[config.mk]
export PLATFORM = sky130hd
export DESIGN_NAME = mppt_duty_sweep_peak_tracker
export DESIGN_NICKNAME = d
export VERILOG_FILES = /design/src/rtl/mppt_pkg.sv /design/src/rtl/mppt_div.sv /design/src/rtl/mppt_duty_sweep_peak_tracker.sv
export SDC_FILE = /design/constraint.sdc
export NUM_CORES = 2
export LEC_CHECK = 0
export BUFFER_PORTS_ARGS = -buffer_cell sky130_fd_sc_hd__buf_4
export CORE_MARGIN = 10
export CORE_UTILIZATION = 65
export CTS_CLUSTER_SIZE = 40
export DETAILED_ROUTE_END_ITERATION = 6
export PLACE_DENSITY = 0.84
export SYNTH_ARGS = -nofsm -noshare
export SYNTH_HDL_FRONTEND = slang
export SYNTH_SLANG_ARGS = --single-unit
[constraint.sdc]
create_clock -name clk -period 11.7 [get_ports clk]
set_input_delay 0.585 -clock clk [delete_from_list [all_inputs] [get_ports clk]]
set_output_delay 0.585 -clock clk [all_outputs]
set_load 0.005 [all_outputs]
[src/rtl/mppt_pkg.sv]
// shared types and constants for the duty sweep peak tracker
package mppt_pkg;

  localparam int SAMPLE_BITS = 12;
  localparam int DUTY_BITS   = 10;
  localparam int SCALE_BITS  = 16;
  localparam int SCALE_FRAC  = 12;
  localparam int COUNT_BITS  = 16;
  localparam int MEAN_BITS   = 16;
  localparam int SUM_BITS    = 32;
  localparam int POWER_BITS  = 32;
  localparam int MUL_BITS    = 16;
  localparam int CFG_IDX_W   = 3;
  localparam int CFG_DATA_W  = 16;

  typedef enum logic [CFG_IDX_W-1:0] {
    REG_VOLTAGE_SCALE    = 3'd0,
    REG_CURRENT_SCALE    = 3'd1,
    REG_OVERSAMPLE_COUNT = 3'd2,
    REG_DUTY_FLOOR       = 3'd3,
    REG_DUTY_CEILING     = 3'd4,
    REG_DUTY_INCREMENT   = 3'd5
  } cfg_reg_t;

  localparam logic [SCALE_BITS-1:0] VOLTAGE_SCALE_RST    = 16'd4096;
  localparam logic [SCALE_BITS-1:0] CURRENT_SCALE_RST    = 16'd4096;
  localparam logic [COUNT_BITS-1:0] OVERSAMPLE_COUNT_RST = 16'd1;
  localparam logic [DUTY_BITS-1:0]  DUTY_FLOOR_RST       = DUTY_BITS'(51);
  localparam logic [DUTY_BITS-1:0]  DUTY_CEILING_RST     = DUTY_BITS'(922);
  localparam logic [DUTY_BITS-1:0]  DUTY_INCREMENT_RST   = DUTY_BITS'(10);

  localparam logic KIND_SAMPLE = 1'b0;
  localparam logic KIND_START  = 1'b1;

  typedef enum logic [3:0] {
    S_IDLE,
    S_MUL_V,
    S_MUL_C,
    S_ACC,
    S_DIV_V,
    S_DIV_C,
    S_MUL_P,
    S_UPDATE,
    S_FINISH
  } state_t;

  typedef struct packed {
    logic                   kind;
    logic [SAMPLE_BITS-1:0] voltage_sample;
    logic [SAMPLE_BITS-1:0] current_sample;
  } in_word_t;

  typedef struct packed {
    logic [DUTY_BITS-1:0]  measured_duty;
    logic [DUTY_BITS-1:0]  next_duty;
    logic [MEAN_BITS-1:0]  mean_voltage;
    logic [MEAN_BITS-1:0]  mean_current;
    logic [POWER_BITS-1:0] point_power;
    logic                  new_peak;
    logic [DUTY_BITS-1:0]  best_duty;
    logic [POWER_BITS-1:0] best_power;
    logic                  sweep_done;
  } out_word_t;

endpackage

[src/rtl/mppt_div.sv]
// serial restoring divider, one quotient bit per cycle, quotient saturates at 16 bits
module mppt_div (
  input  logic                               clk,
  input  logic                               rst,
  input  logic                               start,
  input  logic [mppt_pkg::SUM_BITS-1:0]      dividend,
  input  logic [mppt_pkg::COUNT_BITS-1:0]    divisor,
  output logic                               done,
  output logic [mppt_pkg::MEAN_BITS-1:0]     quotient
);

  localparam int QW = mppt_pkg::MEAN_BITS;
  localparam int CW = $clog2(QW);

  logic          busy;
  logic [CW-1:0] count;
  logic [QW-1:0] rem;
  logic [QW-1:0] work;
  logic [QW+1:0] diff;
  logic          fits;
  logic          sat;

  assign diff     = {1'b0, rem, work[QW-1]} - {2'b00, divisor};
  assign fits     = ~diff[QW+1];
  // quotient cannot fit in 16 bits when the upper half already reaches the divisor
  assign sat      = dividend[mppt_pkg::SUM_BITS-1 -: QW] >= divisor;
  assign quotient = work;

  always_ff @(posedge clk) begin
    if (rst) begin
      busy  <= 1'b0;
      done  <= 1'b0;
      count <= '0;
    end else begin
      done <= 1'b0;
      if (start) begin
        if (sat) begin
          done <= 1'b1;
        end else begin
          busy  <= 1'b1;
          count <= CW'(QW - 1);
        end
      end else if (busy) begin
        count <= count - 1'b1;
        if (count == '0) begin
          busy <= 1'b0;
          done <= 1'b1;
        end
      end
    end
  end

  always_ff @(posedge clk) begin
    if (start) begin
      if (sat) begin
        work <= '1;
      end else begin
        rem  <= dividend[mppt_pkg::SUM_BITS-1 -: QW];
        work <= dividend[QW-1:0];
      end
    end else if (busy) begin
      rem  <= fits ? diff[QW-1:0] : {rem[QW-2:0], work[QW-1]};
      work <= {work[QW-2:0], fits};
    end
  end

endmodule

[src/rtl/mppt_duty_sweep_peak_tracker.sv]
// top level: sequencer, shared multiplier, sums, peak record and output register
// Sweep-based maximum power point search. A start word clears the peak record, sums and tally
// and sets the duty to the floor (the ceiling if the floor lies above it); the tracker stays
// ready for the next word. During a sweep, a sample word scales both codes with one shared
// 16x16 multiplier and adds them to saturating sums; samples outside a sweep are dropped.
// When the tally reaches the oversample count, the two means come in turn from one shared
// serial divider (a mean that would overflow saturates to all ones), the multiplier then
// forms the power, and the peak and duty step are updated. in_ready is low while a word is
// in work; a finished result waits in the output register, and the next word is accepted meanwhile.
module mppt_duty_sweep_peak_tracker (
  input  logic                                clk,
  input  logic                                rst,
  input  logic                                cfg_valid,
  output logic                                cfg_ready,
  input  logic [mppt_pkg::CFG_IDX_W-1:0]      cfg_index,
  input  logic [mppt_pkg::CFG_DATA_W-1:0]     cfg_data,
  input  logic                                in_valid,
  output logic                                in_ready,
  input  mppt_pkg::in_word_t                  in_data,
  output logic                                out_valid,
  input  logic                                out_ready,
  output mppt_pkg::out_word_t                 out_data
);

  localparam int DW = mppt_pkg::DUTY_BITS;
  localparam int SW = mppt_pkg::SUM_BITS;
  localparam int PW = mppt_pkg::POWER_BITS;
  localparam int MW = mppt_pkg::MUL_BITS;
  localparam int NW = mppt_pkg::COUNT_BITS;

  // configuration
  logic [mppt_pkg::SCALE_BITS-1:0] voltage_scale;
  logic [mppt_pkg::SCALE_BITS-1:0] current_scale;
  logic [NW-1:0]                   oversample_count;
  logic [DW-1:0]                   duty_floor;
  logic [DW-1:0]                   duty_ceiling;
  logic [DW-1:0]                   duty_increment;

  // tracker state
  logic [DW-1:0] duty_now;
  logic [SW-1:0] voltage_sum;
  logic [SW-1:0] current_sum;
  logic [NW-1:0] sample_tally;
  logic [PW-1:0] peak_power;
  logic [DW-1:0] peak_duty;
  logic          sweeping;

  mppt_pkg::state_t state, state_next;

  // working registers
  logic [mppt_pkg::SAMPLE_BITS-1:0] v_code;
  logic [mppt_pkg::SAMPLE_BITS-1:0] c_code;
  logic [mppt_pkg::MEAN_BITS-1:0]   mean_v;
  logic [mppt_pkg::MEAN_BITS-1:0]   mean_c;
  logic [2*MW-1:0]                  prod;
  mppt_pkg::out_word_t              result;

  logic                  in_fire;
  logic                  out_free;
  logic [MW-1:0]         mul_a;
  logic [MW-1:0]         mul_b;
  logic [SW-1:0]         scaled;
  logic [SW:0]           sum_add;
  logic [SW-1:0]         sum_sat;
  logic [SW-1:0]         sum_in;
  logic [NW-1:0]         n_eff;
  logic [NW-1:0]         tally_inc;
  logic                  avg_done;
  logic                  div_start;
  logic                  div_done;
  logic [SW-1:0]         div_dividend;
  logic [mppt_pkg::MEAN_BITS-1:0] div_q;
  logic [DW-1:0]         inc_eff;
  logic [DW:0]           step_sum;
  logic [DW:0]           step_lo;
  logic [DW-1:0]         step_duty;
  logic [DW-1:0]         start_duty;
  logic                  step_end;
  logic                  is_peak;

  assign cfg_ready = 1'b1;
  assign in_ready  = (state == mppt_pkg::S_IDLE);
  assign in_fire   = in_valid && in_ready;
  assign out_free  = !out_valid || out_ready;

  assign n_eff     = (oversample_count == '0) ? NW'(1) : oversample_count;
  assign tally_inc = sample_tally + 1'b1;
  assign avg_done  = (tally_inc == '0) || (tally_inc >= n_eff);

  // shared multiplier operand select
  always_comb begin
    mul_a = '0;
    mul_b = '0;
    case (state)
      mppt_pkg::S_MUL_V: begin
        mul_a = MW'(v_code);
        mul_b = voltage_scale;
      end
      mppt_pkg::S_MUL_C: begin
        mul_a = MW'(c_code);
        mul_b = current_scale;
      end
      mppt_pkg::S_MUL_P: begin
        mul_a = mean_v;
        mul_b = mean_c;
      end
      default: begin
      end
    endcase
  end

  // one saturating accumulator, voltage in the cycle after the voltage product, then current
  assign scaled  = SW'(prod[2*MW-1:mppt_pkg::SCALE_FRAC]);
  assign sum_in  = (state == mppt_pkg::S_MUL_C) ? voltage_sum : current_sum;
  assign sum_add = {1'b0, sum_in} + {1'b0, scaled};
  assign sum_sat = sum_add[SW] ? '1 : sum_add[SW-1:0];

  assign div_start    = ((state == mppt_pkg::S_ACC) && avg_done) ||
                        ((state == mppt_pkg::S_DIV_V) && div_done);
  assign div_dividend = (state == mppt_pkg::S_ACC) ? voltage_sum : current_sum;

  mppt_div u_div (
    .clk      (clk),
    .rst      (rst),
    .start    (div_start),
    .dividend (div_dividend),
    .divisor  (n_eff),
    .done     (div_done),
    .quotient (div_q)
  );

  // duty step: raise to floor, then lower to ceiling
  assign inc_eff    = (duty_increment == '0) ? DW'(1) : duty_increment;
  assign step_sum   = {1'b0, duty_now} + {1'b0, inc_eff};
  assign step_lo    = (step_sum < {1'b0, duty_floor}) ? {1'b0, duty_floor} : step_sum;
  assign step_duty  = (step_lo > {1'b0, duty_ceiling}) ? duty_ceiling : step_lo[DW-1:0];
  assign step_end   = step_sum >= {1'b0, duty_ceiling};
  assign start_duty = (duty_floor > duty_ceiling) ? duty_ceiling : duty_floor;
  assign is_peak    = prod > peak_power;

  always_ff @(posedge clk) begin
    if (rst) begin
      state <= mppt_pkg::S_IDLE;
    end else begin
      state <= state_next;
    end
  end

  always_comb begin
    state_next = state;
    unique case (state)
      mppt_pkg::S_IDLE: begin
        if (in_fire && in_data.kind == mppt_pkg::KIND_SAMPLE && sweeping) begin
          state_next = mppt_pkg::S_MUL_V;
        end
      end
      mppt_pkg::S_MUL_V:  state_next = mppt_pkg::S_MUL_C;
      mppt_pkg::S_MUL_C:  state_next = mppt_pkg::S_ACC;
      mppt_pkg::S_ACC:    state_next = avg_done ? mppt_pkg::S_DIV_V : mppt_pkg::S_IDLE;
      mppt_pkg::S_DIV_V: begin
        if (div_done) state_next = mppt_pkg::S_DIV_C;
      end
      mppt_pkg::S_DIV_C: begin
        if (div_done) state_next = mppt_pkg::S_MUL_P;
      end
      mppt_pkg::S_MUL_P:  state_next = mppt_pkg::S_UPDATE;
      mppt_pkg::S_UPDATE: state_next = mppt_pkg::S_FINISH;
      mppt_pkg::S_FINISH: begin
        if (out_free) state_next = mppt_pkg::S_IDLE;
      end
      default:            state_next = mppt_pkg::S_IDLE;
    endcase
  end

  // configuration registers
  always_ff @(posedge clk) begin
    if (rst) begin
      voltage_scale    <= mppt_pkg::VOLTAGE_SCALE_RST;
      current_scale    <= mppt_pkg::CURRENT_SCALE_RST;
      oversample_count <= mppt_pkg::OVERSAMPLE_COUNT_RST;
      duty_floor       <= mppt_pkg::DUTY_FLOOR_RST;
      duty_ceiling     <= mppt_pkg::DUTY_CEILING_RST;
      duty_increment   <= mppt_pkg::DUTY_INCREMENT_RST;
    end else if (cfg_valid && cfg_ready) begin
      unique case (cfg_index)
        mppt_pkg::REG_VOLTAGE_SCALE:    voltage_scale    <= cfg_data;
        mppt_pkg::REG_CURRENT_SCALE:    current_scale    <= cfg_data;
        mppt_pkg::REG_OVERSAMPLE_COUNT: oversample_count <= cfg_data;
        mppt_pkg::REG_DUTY_FLOOR:       duty_floor       <= cfg_data[DW-1:0];
        mppt_pkg::REG_DUTY_CEILING:     duty_ceiling     <= cfg_data[DW-1:0];
        mppt_pkg::REG_DUTY_INCREMENT:   duty_increment   <= cfg_data[DW-1:0];
        default: begin
        end
      endcase
    end
  end

  // tracker state
  always_ff @(posedge clk) begin
    if (rst) begin
      duty_now     <= '0;
      voltage_sum  <= '0;
      current_sum  <= '0;
      sample_tally <= '0;
      peak_power   <= '0;
      peak_duty    <= '0;
      sweeping     <= 1'b0;
    end else begin
      if (in_fire && in_data.kind == mppt_pkg::KIND_START) begin
        peak_power   <= '0;
        peak_duty    <= '0;
        voltage_sum  <= '0;
        current_sum  <= '0;
        sample_tally <= '0;
        duty_now     <= start_duty;
        sweeping     <= 1'b1;
      end
      if (state == mppt_pkg::S_MUL_C) begin
        voltage_sum <= sum_sat;
      end
      if (state == mppt_pkg::S_ACC) begin
        current_sum  <= sum_sat;
        sample_tally <= tally_inc;
      end
      if (state == mppt_pkg::S_UPDATE) begin
        if (is_peak) begin
          peak_power <= prod;
          peak_duty  <= duty_now;
        end
        duty_now     <= step_duty;
        voltage_sum  <= '0;
        current_sum  <= '0;
        sample_tally <= '0;
        if (step_end) sweeping <= 1'b0;
      end
    end
  end

  // datapath registers
  always_ff @(posedge clk) begin
    prod <= (2*MW)'(mul_a) * (2*MW)'(mul_b);
    if (in_fire) begin
      v_code <= in_data.voltage_sample;
      c_code <= in_data.current_sample;
    end
    if (state == mppt_pkg::S_DIV_V && div_done) mean_v <= div_q;
    if (state == mppt_pkg::S_DIV_C && div_done) mean_c <= div_q;
    if (state == mppt_pkg::S_UPDATE) begin
      result.measured_duty <= duty_now;
      result.next_duty     <= step_duty;
      result.mean_voltage  <= mean_v;
      result.mean_current  <= mean_c;
      result.point_power   <= prod;
      result.new_peak      <= is_peak;
      result.best_duty     <= is_peak ? duty_now : peak_duty;
      result.best_power    <= is_peak ? prod : peak_power;
      result.sweep_done    <= step_end;
    end
    if (state == mppt_pkg::S_FINISH && out_free) begin
      out_data <= result;
    end
  end

  // output word register
  always_ff @(posedge clk) begin
    if (rst) begin
      out_valid <= 1'b0;
    end else if (state == mppt_pkg::S_FINISH && out_free) begin
      out_valid <= 1'b1;
    end else if (out_ready) begin
      out_valid <= 1'b0;
    end
  end

endmodule

### Yosys cells after proc, flatten, opt, wreduce, memory -nomap -nowiden

Cells that the tools add are included.
W data, S select, Z words.

| word-level totals | value |
|---|---|
| output and inout port bits | 131 |
| word-level logic and storage cells | 162 |
| register bits | 598 |
| input port bits | 49 |

| operators by class | value |
|---|---|
| reduce and logical (&&, ||, !) cells | 32 |
| $add $sub $neg | 5 |
| bitwise logic cells | 2 |
| order comparisons | 7 |
| $mul | 1 |
| equality and inequality tests | 18 |
| multiplexer cells | 54 |

Operators by type and width:

| kind | number |
|---|---|
| $mux W32 | 10 |
| $mux W16 | 10 |
| $pmux W16 S3 | 2 |
| $mux W10 | 9 |
| $pmux W4 S9 | 1 |
| $add A32 B20 Y33 | 1 |
| $ge A16 B16 Y1 | 2 |
| $gt A32 B32 Y1 | 1 |
| $logic_not A16 Y1 | 2 |
| $mul A16 B16 Y32 | 1 |
| $mux W4 | 7 |
| $sub A17 B16 Y18 | 1 |
| $add A16 B1 Y16 const B | 1 |
| $eq A4 B3 Y1 const B | 4 |
| $reduce_and A2 Y1 | 7 |
| $mux W1 | 13 |
| $add A10 B10 Y11 | 1 |
| $ge A11 B10 Y1 | 1 |
| $gt A11 B10 Y1 | 1 |
| $lt A11 B10 Y1 | 1 |
| $mux W11 | 1 |
| $gt A10 B10 Y1 | 1 |
| $logic_not A10 Y1 | 1 |
| $reduce_bool A2 Y1 | 5 |
| other kinds (18) | 35 |

### Depth between registers and ports, before layout

| depth | value |
|---|---|
| depth in word-level cells | 8 |
| mapped depth | 29 |
| gate-level depth less buffers | 28 |

### Cells and area by module

A second synthesis with hierarchy kept.

| second synthesis, totals | value |
|---|---|
| cells, all modules | 3577 |
| area, all modules | 35932.0 µm² |

Modules (own cells, without submodules):

| module | cells each | instances | sequential area each (µm²) | area an instance (µm²) |
|---|---|---|---|---|
| mppt_duty_sweep_peak_tracker | 3283 | 1 | 14333.7 | 33019.2 |
| mppt_div | 294 | 1 | 1081.0 | 2912.8 |

### Worst setup path before layout

OpenSTA, ideal clock, no wires.

| timing | value |
|---|---|
| kind | register to register |
| start point | reg state[3] |
| end point | reg prod[31] |
| arrival time | 7347 ps |
| library setup time | 121 ps |
| buffers on the path | 3 |
| stages on the path, launching flop included | 29 |
| period minus slack after synthesis | 7468 ps |
| required time | 11579 ps |
| path slack | 4232 ps |
| path through | dfxtp_1 -> buf_2 -> nand2b_1 -> nor3_1 -> clkbuf_1 -> a22oi_1 -> nand2_1 -> clkbuf_1 -> nand2_1 -> fa_1 -> inv_1 -> fa_1 -> inv_1 -> fa_1 -> inv_1 -> fa_1 -> fa_1 -> inv_1 -> fa_1 -> inv_1 -> ha_1 -> inv_1 -> nor4_1 -> a22oi_1 -> o311ai_0 -> a211oi_1 -> o2111ai_1 -> a21oi_1 -> xnor2_1 |

| on the way | value |
|---|---|
| longest elaborated chain between the ends | 3 |
| elaborated cells between the ends (all ways) | 6 |
| classes of those cells | mul (1); eq/ne (3); mux (2) |

RTL lines:

| item | RTL line | RTL |
|---|---|---|
| start, declared | mppt_duty_sweep_peak_tracker.sv:48 | `mppt_pkg::state_t state, state_next;` |
| start signal, assigned | mppt_duty_sweep_peak_tracker.sv:143 | `state <= mppt_pkg::S_IDLE;` |
| start signal, assigned | mppt_duty_sweep_peak_tracker.sv:145 | `state <= state_next;` |
| $eq A4 B3 Y1 (tied with other cells) | mppt_duty_sweep_peak_tracker.sv:94 | `case (state)` |
| $pmux W16 S3 | mppt_duty_sweep_peak_tracker.sv:94 |  |
| $mul A16 B16 Y32 * | mppt_duty_sweep_peak_tracker.sv:241 | `prod <= (2*MW)'(mul_a) * (2*MW)'(mul_b);` |
| end signal, assigned | mppt_duty_sweep_peak_tracker.sv:241 |  |
| end, declared | mppt_duty_sweep_peak_tracker.sv:55 | `logic [2*MW-1:0] prod;` |

Mark *: on every way between the ends. The rest lies on a longest branch, timed or not.
A chain may end at the register's enable or synchronous reset.

### Worst setup path in the final report

| timing | value |
|---|---|
| start point | reg state[1] |
| end point | reg prod[31] |

Same word-level chain as after synthesis.

==> qor.yml <==
run_status:
  status: "finished, final reports clean"
routing:
  first_iter_violations: 2923
  via_count: 27800
  drc_errors: 0
  viasPerCell: 6.18
  wl_um: 100000
  first_pass_iters: 7
  wl_per_cell_um: 22.2
  detail-route-antenna-nets: 0
cts:
  cts_buffers: 59
  clkLatencyLatePin_ns: 0.65
  cts_root_buf: "clkbuf_16"
  cts_tree: "built"
  postCtsSetupBuffers: 0
  path_clk_slew_ns: 0.06
  clk_path_buf_depth: 3
  h-tree-depth: 2
  cts_resized: 0
  clock-sinks: 598
  cts_hold_buf: 0
worst_setup_path:
  cp.arrival_ns: 9.01
  path_class: "register to register"
  cp_max_fo: 74
  slowest_stage: "o311ai_1"
  cpLargestDelayFamily: "adder cells"
  cp-end-kind: "register"
  slowest_delay_ns: 0.91
  crit_buf_inv: 7
  start_kind: "register"
  cp_data_required_time_ns: 12.22
floorplanning:
  die_x_um: 256
  start_util: 0.657
  num_io_pins: 180
  dieArea_um2: 65500
  num_rows: 86
  core_um2: 55100
  die_h_um: 256
sta:
  slew_violations: 0
  fmax_mhz: 118
  skew_ns: 0.0372
  worst_slew_pin_slew_ns: 1.09
  rsz0062_at_grt: "false"
  finalSetupTns_ns: 0
  hold_viol: 0
  setup_viol: 0
  min_period_over_period: 0.725
  slew_headroom: 0.264
  fin_crit_ns: 8.48
  timing.final.ws_setup_ns: 3.22
finish:
  diodes: 0
  finalNetCount: 4210
  drive_gt1_frac: 0.104
  nFillCells: 3943
  utilization: 0.727
  syn_to_final_growth_pct: 10.7
  fin_cells: 4502
yosys:
  ys_seq_elements: 598
  ys_warn_count: 0
  syn_area_um2: 36200
  synth_top_area_cell: "edfxtp_1"
  ys_seq_area_frac: 0.426
  synth_edf_count: 344
  ys_types: 94
  synth_flop_cell: "edfxtp_1"
  avgSynthCellArea_um2: 9.99
  synth_top_area_frac: 0.286
  syn_inst: 3620
  synth_fp_nets: 4122
  yosys-top-cells-area: "edfxtp_1, dfxtp_1, fa_1"
  ys_async_sr_fraction: 0
worst_hold_path:
  hold_class: "primary input to register"
global_route:
  use_met1: 0.375
  met3_usage: 0.0720
  grt_pass1_wl_um: 155000
  gr-usage-met2: 0.475
  grt_max_degree: 91
  grt_pass1_vias: 27000
  grt.overflow.total: 0
  busiest_layer: "met2"
  track_usage: 0.298
  antenna_found_initial: 0
pwr:
  p_total_mw: 4.49
  power_density_nw_per_um2: 112
  ir_worst_vdd_mv: 0.137
  p_leak_nw: 16.3
job:
  max_cap_viol_count: 0
place:
  pre_cts_slack_ns: 3.35
  place_inst: 4395
  portBuffers: 178
  dpl.hpwl_um: 72800
  gp_congestion: 1.02
==> sequential cells by signal (all words and copies together), names as in the netlist, 32 cells and up <==
name and count:
out_data 128, result 128, voltage_sum 32, prod 32, peak_power 32, current_sum 32
==> metal layers <==
| layer | routed length [µm] | vias up |
|---|---|---|
| li1 | - | 12700 |
| met1 | 38500 | 13400 |
| met2 | 45800 | 1471 |
| met3 | 10100 | 312 |
| met4 | 5730 | 0 |
| met5 | 0 | - |
==> final cells by class <==
cell class | instances | area [µm²] | share of cell area
tap | 748 | 936 | 0.0234
clock inverter | 34 | 462 | 0.0115
timing repair buffer | 208 | 1560 | 0.0390
sequential | 598 | 15400 | 0.385
multi-input combinational | 2494 | 18700 | 0.468
clock buffer | 73 | 1620 | 0.0405
inverter | 347 | 1310 | 0.0327
==> cell usage after synthesis (all sizes together) (17+ instances only) <==
cell and count:
nor4 19, a31oi 34, clkbuf 142, nor3 53, o21ai 99, a41oi 17, buf 39, nand4 29
a21o 49, fa 197, nand2 584, and3 24, xor2 20, ha 256, nor2 239, dfxtp 254
xnor2 60, a22oi 24, a211oi 29, nand3 113, a21oi 242, o21a 25, nor2b 21, inv 346
edfxtp 344, mux2i 68, nand2b 21, mux2 48, and2 42
==> layout by cell type (no fill, tap or decap), types with 111 or more instances in the layout <==
master and n:
fa_1 197, nor2_1 237, nand2_1 581, a21oi_1 240, nand3_1 111, edfxtp_1 344, ha_1 256, dfxtp_1 254
inv_1 343, buf_4 208
==> path summary, 6_finish.rpt <==
check | start | endpoint | slack [ns] | cells after the start
max | state[1]$_SDFFE_PP0P_ | prod[31]$_DFF_P_ | 3.22 | 25
min reg2reg | result[16]$_DFFE_PP_ | out_data[16]$_DFFE_PP_ | 0.39 | 0
min | in_data[6] | c_code[6]$_DFFE_PP_ | 0.12 | 1
max reg2reg | state[1]$_SDFFE_PP0P_ | prod[31]$_DFF_P_ | 3.22 | 25
==> power by group <==
group	internal [mW]	switching, mW	leakage (nW)
clock	1.17	0.855	0.998
sequential	2.22	0.0162	5.04
combinational	0.0716	0.153	10.3
total	3.46	1.02	16.3
==> kinds of logic (layout without fill, tap and decap cells) <==
group / count (synthesis) / after routing / synth area share
simple gates: 1189 / 1189 / 0.146
compound gates: 655 / 655 / 0.117
flops: 598 / 598 / 0.426
buf+inv: 528 / 662 / 0.0571
fa+ha+maj: 453 / 453 / 0.198
mux: 116 / 116 / 0.0369
xor+xnor: 80 / 80 / 0.0194
other cells: 1 / 1 / 0.000104
==> metrics by stage <==
| step | hold WS (ns) | instance area [µm²] |
|---|---|---|
| floorplan | 0.400 | 36200 |
| global placement | 0.401 | 38000 |
| detailed placement | 0.405 | 38000 |
| CTS | 0.0979 | 40000 |
| global route | 0.103 | 40000 |
| finish | 0.116 | 40000 |
(Power assumes the default switching activity.)
